$ cat config.mk
export PLATFORM = sky130hd
export DESIGN_NAME = utf16_display_width_unit
export DESIGN_NICKNAME = d
export VERILOG_FILES = /design/src/hdl/u16dw_pkg.sv /design/src/hdl/utf16_display_width_unit.sv
export SDC_FILE = /design/constraint.sdc
export NUM_CORES = 1
export LEC_CHECK = 0
export BUFFER_PORTS_ARGS = -buffer_cell sky130_fd_sc_hd__buf_2
export CAP_MARGIN = 30
export CORE_UTILIZATION = 35
export DETAILED_ROUTE_END_ITERATION = 7
export GPL_TIMING_DRIVEN = 0
export PLACE_DENSITY_LB_ADDON = 0.3
export SETUP_SLACK_MARGIN = 0.3
export SLEW_MARGIN = 20
export SYNTH_ARGS = -nofsm -noshare
export SYNTH_HDL_FRONTEND = slang
export SYNTH_SLANG_ARGS = --single-unit
$ cat constraint.sdc
create_clock -name clk_i -period 10.9 [get_ports clk_i]
set_clock_uncertainty 0.05 [all_clocks]
set_input_delay 2.725 -clock clk_i [delete_from_list [all_inputs] [get_ports clk_i]]
set_output_delay 2.725 -clock clk_i [all_outputs]
set_load 0.03 [all_outputs]
$ cat src/hdl/u16dw_pkg.sv
// Shared constants and the column width table for the UTF-16 display width unit.
package u16dw_pkg;

  // Longest string the sum is sized for, and the saturation point derived from it
  localparam int unsigned MaxUnits   = 65535;
  localparam int unsigned WidthLimit = 131070;
  localparam int unsigned WidthCapInt =
      (2 * MaxUnits < WidthLimit) ? (2 * MaxUnits) : WidthLimit;

  localparam int unsigned SumW = 17;
  localparam logic [SumW-1:0] WidthCap = SumW'(WidthCapInt);

  localparam int unsigned UnitW = 16;
  localparam int unsigned CpW   = 21;

  // Surrogate ranges and the supplementary plane offset
  localparam logic [UnitW-1:0] HighFirst = 16'hD800;
  localparam logic [UnitW-1:0] HighLast  = 16'hDBFF;
  localparam logic [UnitW-1:0] LowFirst  = 16'hDC00;
  localparam logic [UnitW-1:0] LowLast   = 16'hDFFF;
  localparam logic [CpW-1:0]   SuppBase  = 21'h10000;

  // Check one code point against a closed range
  function automatic logic in_range(input logic [CpW-1:0] cp,
                                    input logic [CpW-1:0] lo,
                                    input logic [CpW-1:0] hi);
    in_range = (cp >= lo) && (cp <= hi);
  endfunction

  // Console columns of one code point: 0, 1 or 2
  function automatic logic [1:0] cp_columns(input logic [CpW-1:0] cp);
    logic zero_w;
    logic wide_w;
    zero_w = (cp < 21'h20) || in_range(cp, 21'h7F, 21'h9F) ||
             in_range(cp, 21'h0300, 21'h036F) || in_range(cp, 21'h1AB0, 21'h1AFF) ||
             in_range(cp, 21'h1DC0, 21'h1DFF) || in_range(cp, 21'h20D0, 21'h20FF) ||
             in_range(cp, 21'hFE00, 21'hFE0F) || in_range(cp, 21'hFE20, 21'hFE2F) ||
             (cp == 21'h200D);
    wide_w = in_range(cp, 21'h1100, 21'h115F) || (cp == 21'h2329) || (cp == 21'h232A) ||
             in_range(cp, 21'h2E80, 21'hA4CF) || in_range(cp, 21'hAC00, 21'hD7A3) ||
             in_range(cp, 21'hF900, 21'hFAFF) || in_range(cp, 21'hFE10, 21'hFE19) ||
             in_range(cp, 21'hFE30, 21'hFE6F) || in_range(cp, 21'hFF00, 21'hFF60) ||
             in_range(cp, 21'hFFE0, 21'hFFE6) || in_range(cp, 21'h1F300, 21'h1FAFF) ||
             in_range(cp, 21'h20000, 21'h3FFFD);
    if (zero_w) begin
      cp_columns = 2'd0;
    end else if (wide_w) begin
      cp_columns = 2'd2;
    end else begin
      cp_columns = 2'd1;
    end
  endfunction

endpackage

$ cat src/hdl/utf16_display_width_unit.sv
// Top level of the UTF-16 display width unit: input register, width logic, result register.
//
// Usage: send a string as UTF-16 code units on the input channel, one unit
// per transaction, with last_unit_i high on the final unit (a string holds at
// least one unit). Surrogate pairs are joined; lone surrogates count as one
// column. One transaction leaves on the output channel per string, carrying
// the total column count, saturating at the package cap.
// Throughput: one code unit per cycle while no final unit is held by a waiting
// result, set by the loop through the width table, one adder and the saturation
// compare into the running sum. Output path: the final unit goes from the input
// register to the result register, where a waiting result can hold it back.
// Stall: while a result waits, units that are not last still pass through and
// update the sum; a further last unit waits in the input register, and
// in_ready_o falls only once that register is blocked.
// Reset: asynchronous, active low; clears the pending surrogate, the sum and
// both valid flags, so no transaction is in flight afterwards.
module utf16_display_width_unit (
  input  logic        clk_i,
  input  logic        rst_ni,
  input  logic        in_valid_i,
  output logic        in_ready_o,
  input  logic [15:0] code_unit_i,
  input  logic        last_unit_i,
  output logic        out_valid_o,
  input  logic        out_ready_i,
  output logic [16:0] total_width_o
);

  // Input register
  logic                         s1_valid_q, s1_valid_d;
  logic [u16dw_pkg::UnitW-1:0]  s1_code_q;
  logic                         s1_last_q;

  // String state
  logic                         high_pending_q, high_pending_d;
  logic [9:0]                   held_high_q, held_high_d;
  logic [u16dw_pkg::SumW-1:0]   width_sum_q, width_sum_d;

  // Result register
  logic                         out_valid_q, out_valid_d;
  logic [u16dw_pkg::SumW-1:0]   out_width_q;

  logic                         out_free;
  logic                         s1_fire;
  logic                         is_high, is_low;
  logic [u16dw_pkg::CpW-1:0]    pair_cp;
  logic [1:0]                   cur_cols;
  logic [1:0]                   add_cols;
  logic [u16dw_pkg::SumW:0]     sum_ext;
  logic [u16dw_pkg::SumW-1:0]   sum_sat;

  // Advance the input register when its unit yields no result or the result slot frees
  assign out_free   = !out_valid_q || out_ready_i;
  assign s1_fire    = s1_valid_q && (!s1_last_q || out_free);
  assign in_ready_o = !s1_valid_q || s1_fire;
  assign s1_valid_d = (in_valid_i && in_ready_o) || (s1_valid_q && !s1_fire);

  // Classify the unit and pick the columns it adds
  assign is_high = (s1_code_q >= u16dw_pkg::HighFirst) && (s1_code_q <= u16dw_pkg::HighLast);
  assign is_low  = (s1_code_q >= u16dw_pkg::LowFirst) && (s1_code_q <= u16dw_pkg::LowLast);
  assign pair_cp = u16dw_pkg::SuppBase + {1'b0, held_high_q, s1_code_q[9:0]};

  always_comb begin
    high_pending_d = high_pending_q;
    held_high_d    = held_high_q;
    cur_cols       = 2'd0;
    add_cols       = 2'd0;
    if (high_pending_q && is_low) begin
      // Join the pair into one supplementary code point
      add_cols       = u16dw_pkg::cp_columns(pair_cp);
      high_pending_d = 1'b0;
      held_high_d    = '0;
    end else begin
      // A held high without its low counts as one column on its own
      if (is_high && !s1_last_q) begin
        high_pending_d = 1'b1;
        held_high_d    = s1_code_q[9:0];
      end else begin
        cur_cols       = u16dw_pkg::cp_columns({5'd0, s1_code_q});
        high_pending_d = 1'b0;
        held_high_d    = '0;
      end
      add_cols = cur_cols + {1'b0, high_pending_q};
    end
  end

  // Saturating sum; clear it after the final unit
  assign sum_ext = {1'b0, width_sum_q} + {{(u16dw_pkg::SumW - 1){1'b0}}, add_cols};
  assign sum_sat = (sum_ext > {1'b0, u16dw_pkg::WidthCap}) ? u16dw_pkg::WidthCap
                                                            : sum_ext[u16dw_pkg::SumW-1:0];
  assign width_sum_d = s1_last_q ? '0 : sum_sat;

  assign out_valid_d = (s1_fire && s1_last_q) || (out_valid_q && !out_ready_i);

  // Control registers
  always_ff @(posedge clk_i or negedge rst_ni) begin
    if (!rst_ni) begin
      s1_valid_q     <= 1'b0;
      out_valid_q    <= 1'b0;
      high_pending_q <= 1'b0;
      held_high_q    <= '0;
      width_sum_q    <= '0;
    end else begin
      s1_valid_q  <= s1_valid_d;
      out_valid_q <= out_valid_d;
      if (s1_fire) begin
        high_pending_q <= s1_last_q ? 1'b0 : high_pending_d;
        held_high_q    <= s1_last_q ? '0 : held_high_d;
        width_sum_q    <= width_sum_d;
      end
    end
  end

  // Payload registers
  always_ff @(posedge clk_i) begin
    if (in_valid_i && in_ready_o) begin
      s1_code_q <= code_unit_i;
      s1_last_q <= last_unit_i;
    end
    if (s1_fire && s1_last_q) begin
      out_width_q <= sum_sat;
    end
  end

  assign out_valid_o   = out_valid_q;
  assign total_width_o = out_width_q;

  // Checks on the internal pipeline
  a_clear_after_last: assert property (@(posedge clk_i) disable iff (!rst_ni)
    s1_fire && s1_last_q |=> (width_sum_q == '0) && !high_pending_q)
    else $error("string state not cleared after final unit");

  a_sum_capped: assert property (@(posedge clk_i) disable iff (!rst_ni)
    width_sum_q <= u16dw_pkg::WidthCap)
    else $error("running sum above cap");

  a_last_waits: assert property (@(posedge clk_i) disable iff (!rst_ni)
    s1_valid_q && s1_last_q && out_valid_q && !out_ready_i |=> s1_valid_q && s1_last_q)
    else $error("final unit lost while result stalled");

  a_result_capped: assert property (@(posedge clk_i) disable iff (!rst_ni)
    out_valid_q |-> out_width_q <= u16dw_pkg::WidthCap)
    else $error("result above cap");

endmodule

==> results.md <==
Outcome:
- The flow ran to the end, and the final reports show no timing, DRC or antenna violations.

GRT:
- The number of antenna violations at the first check in global routing is 1.
- Across every metal layer, demand over resource in global routing totals 23.4%.
- The via count of the first global-routing pass was 4289.
- The final global-route overflow total is 0.
- The first global-routing pass estimated 23600 um of wire.
- The largest net degree at the start of global routing is 31.

Critical path:
- On the worst path, the slowest cell contributes a delay of 0.22 ns.
- The total buffers and inverters traversed by the critical path is 2.
- For the worst setup path, the data required time is slightly above 8 ns.
- Of all nets on the critical path, the largest fanout is 3.
- The critical path data arrival time is roughly 3.3 ns.
- Broken down by cell family, the worst path's largest delay share belongs to buffers and inverters.
- Traced cell by cell, the critical path runs through buf_2 -> nand4b_1 -> buf_2.
- The endpoint of the worst-slack reg-to-reg timing path is width_sum_q[4].
- The worst setup path is captured at an output pin.
- The startpoint identified for the worst register-to-register timing path is held_high_q[6].
- The launching element type of the critical path is a primary input.
- The setup check on the worst reg-to-reg path leaves a slack of 4.87 ns.
- The cell depth of the worst flop-to-flop path is 20.
- The cell at the slowest stage of the critical path is buf_2.
- The most prevalent standard cell on the critical path is buf_2.
- The category of the critical setup timing path is in -> out.

STA:
- Setup slack on the critical path of the routed design comes to 4.87 ns.
- Setup repair after global routing left no endpoint under its margin.
- The top achievable clock speed is 0.166 GHz.
- Hold is met by 0.468 ns.
- The final-report max-slew violation count came to 0.
- The pin slew with the least headroom to its limit is 0.792 ns.
- The time the final worst path needs with I/O delays and setup is a little over 6 ns.
- Setup violations remaining at the end of the flow were counted as 0.
- The relative slew slack is approximately 47%.
- The final period utilization is 55.4%.
- The total negative slack for setup checks is 0 ns.
- The number of hold violations in the final report came to 0.

Place:
- During placement, the flow inserted port buffers numbering 39.
- At the end of routability-driven placement, the weighted congestion stood at ~1.0.
- Prior to clock tree synthesis, the placed netlist has a worst setup slack of 4.87 ns.
- After legalization and detailed placement, the total HPWL measured 11200 um.

Power:
- For this design the static power due to leakage is approximately 2.1 nW.
- The power share of the clock group is 44.8%.
- In this run switching power makes up 27.1% of total power.
- The power density over the cells is 130 mW/mm2.
- The total chip power is 0.691 mW.
- The analysis attributes to net switching a power of 0.187 mW.
- The internal portion of the total power is 0.504 mW.
- The fraction of power consumed by combinational cells is 14.6%.
- Of the total power, registers draw 40.6%.
- The peak ir drop on the vdd network is between 0.0001 and 0.00015 V.

Floorplanning:
- The effective utilization at floorplan is 36.1%.
- The floorplan step set the die width to 117 um.
- Measured along the y axis, the die boundary spans around 120 um.
- The area of the core is 0.0127 mm2.
- The floorplan step defined a die boundary enclosing 0.0136 mm2.
- The count of pins on the block boundary is 40.
- The initialized floorplan defines 41 standard-cell rows.

Logic synthesis:
- The netlist area before placement is 0.00460 mm2.
- For this run, the number of Yosys warnings is 0.
- The most used flip-flop cell after synthesis is edfxtp_1.
- Counting flops with an async set or reset pin after synthesis yields a share of ~47%.
- The post-synthesis instance total is between 500 and 600.
- Sequential cells were found to cover 38.6% of the synthesized design area.
- The post-synthesis net count is 543.
- The post-synthesis register bit count is 64.
- The number of different library cells used by synthesis comes to 74.
- The number of enable-type register cells in the synthesized netlist is 34.
- After synthesis, the mean cell area works out to 8.96 um2.

CTS:
- The number of buffers inserted to repair setup after CTS is 0.
- Counting the buffers created by CTS gives 9.
- The later pin in the worst-skew pair is clocked with a latency of 0.33 ns.
- The root cell of the clock tree is clkbuf_16.
- After clock tree synthesis, the clock-pin slew on the worst setup and hold paths is 0.05 ns.
- The clock sink count is 64.
- The total number of H-tree levels is 3.
- The TritonCTS clock tree is done.
- After clock tree synthesis, the repair step resized 0 gates.
- The longest clock path from root to sink contains 2 buffers.
- The number of hold buffers added after CTS is 0.

Route:
- The residual antenna-violating net count after detailed routing is 0.
- Wires add up to 14900 um.
- The ratio of routed vias to standard cells is 6.04.
- Summing over every cut layer, the via total after detailed routing is 4474.
- The number of iterations in the first detailed-routing pass is 5.
- After detailed routing, the number of remaining DRC violations is 0.
- Dividing the detail-routed wire length by the instance count gives between 20 and 25 um.
- The starting DRC count in detailed routing is 398.

Worst hold path:
- The hold path depth is 1.
- The startpoint of the most critical hold path is width_sum_q[0].
- The sink of the worst hold path is width_sum_q[0].
- The class of the tightest hold or removal check is reg -> reg.

Finish:
- From synthesis to final layout, the design area changed by 16.0%.
- Counting the fill cells in the layout gives 1298.
- The final net count is 593.
- The share of layout cells above drive strength 1 is 16.9%.
- At the end of the flow the core is filled with cells to 41.9%.

Run:
- The number of max-cap violations is 0.
-- metrics by stage --
stage	std cells	cell area, um2
after floorplan	513	4600
after CTS	740	5330
after global routing	741	5330
final	741	5330
after detailed placement	724	5010
after global placement	724	5010
-- metal layers --
metal	vias to the layer above	global-route usage [%]	wire (um)
met4	0	9.70	445
met3	32	5.66	1170
met2	218	34.6	6410
li1	2072	-	-
met5	-	0	0
met1	2152	32.6	6910
-- worst register-to-register path: cells and delay by family, from the launching register on --
kind            cells  cell delay (ns)
xor+xnor            1             0.19
fa+ha+maj           3             0.98
flops               1             0.55
compound gates      7             1.86
simple gates        5             1.60
buf+inv             4             0.73
-- state kept, by name, summed over array words and instances, names as in the netlist --
signal          cells
s1_valid_q          1
s1_code_q          16
total_width_o      17
out_valid_o         1
held_high_q        10
high_pending_q      1
width_sum_q        17
s1_last_q           1
-- worst max path at each step --
| stage | to | start | cells after the start |
|---|---|---|---|
| final | in_ready_o | out_ready_i | 3 |
| after global routing | width_sum_q[13] | held_high_q[6] | 20 |
| after CTS | in_ready_o | out_ready_i | 3 |
| after detailed placement | in_ready_o | out_ready_i | 3 |
| after global placement | in_ready_o | out_ready_i | 3 |
| after floorplan | in_ready_o | out_ready_i | 1 |
-- synthesized netlist by cell type (6+ instances only) --
cell type | instances | area share, %
nand2_1 | 59 | 4.8
clkbuf_1 | 11 | 0.90
nor3_1 | 19 | 2.1
inv_1 | 13 | 1.1
or3_1 | 7 | 0.95
nand2b_1 | 6 | 0.82
and3_1 | 10 | 1.4
xnor2_1 | 6 | 1.1
a21oi_1 | 21 | 2.3
nor2_1 | 27 | 2.2
a22o_1 | 23 | 4.4
buf_4 | 6 | 0.98
nand3b_1 | 7 | 1.1
or4_1 | 6 | 0.98
buf_2 | 19 | 2.1
ha_1 | 8 | 2.2
nor4_1 | 8 | 1.1
dfrtp_1 | 30 | 16
edfxtp_1 | 34 | 22
o21ai_0 | 25 | 2.7
or2_1 | 6 | 0.82
and2_1 | 7 | 0.95
nand3_1 | 20 | 2.2
nand4_1 | 18 | 2.5
nor4b_1 | 6 | 1.1
o21ai_1 | 10 | 1.1
xor2_1 | 8 | 1.5
-- power by group through the flow --
| stage | combinational, mW | clock, mW | sequential [mW] |
|---|---|---|---|
| after global placement | 0.0993 | 0 | 0.284 |
| after CTS | 0.0999 | 0.315 | 0.280 |
| after floorplan | 0.0597 | 0 | 0.290 |
| after detailed placement | 0.0998 | 0 | 0.285 |
| after global routing | 0.112 | 0.322 | 0.282 |
| final | 0.101 | 0.309 | 0.280 |
-- layout make-up --
cell class / count / area, um2 / share of cell area [%]
repair buffers: 39 / 195 / 3.66
plain buffers: 39 / 215 / 4.04
clock buffers: 9 / 225 / 4.23
multi-input cells: 396 / 2560 / 48.0
diodes: 1 / 2.50 / 0.0469
flip-flops and latches: 64 / 1770 / 33.2
inverters: 14 / 52.6 / 0.986
clock inverters: 7 / 96.3 / 1.81
well taps: 172 / 215 / 4.04
-- logic make-up after synthesis --
kind of cell	Yosys count	synth area share, %
AOI/OAI and AO/OA	138	21.2
xor gates and xnor gates	14	2.67
adders and majority gates	9	2.61
buffers and inverters	53	5.83
DFF	64	38.6
muxes	1	0.218
and+or+nand+nor	234	28.9
-- cells in the final DEF, fill, tap and decap left out, types with 5 or more instances in the layout --
cell type and count:
nand2_1 59, buf_2 58, edfxtp_1 34, dfrtp_1 30, nor2_1 27, o21ai_0 25
a22o_1 23, a21oi_1 21, nand3_1 20, nor3_1 19, nand4_1 18, inv_1 13
clkbuf_1 11, o21ai_1 10, and3_1 10, clkbuf_16 9, nor4_1 8, xor2_1 8
ha_1 8, nand3b_1 7, and2_1 7, or3_1 7, buf_4 6, nand2b_1 6
or2_1 6, or4_1 6, nor4b_1 6, xnor2_1 6, nor2b_1 5, a211oi_1 5
a31oi_1 5, nand4b_1 5
Power figures use the tool's default switching activity.
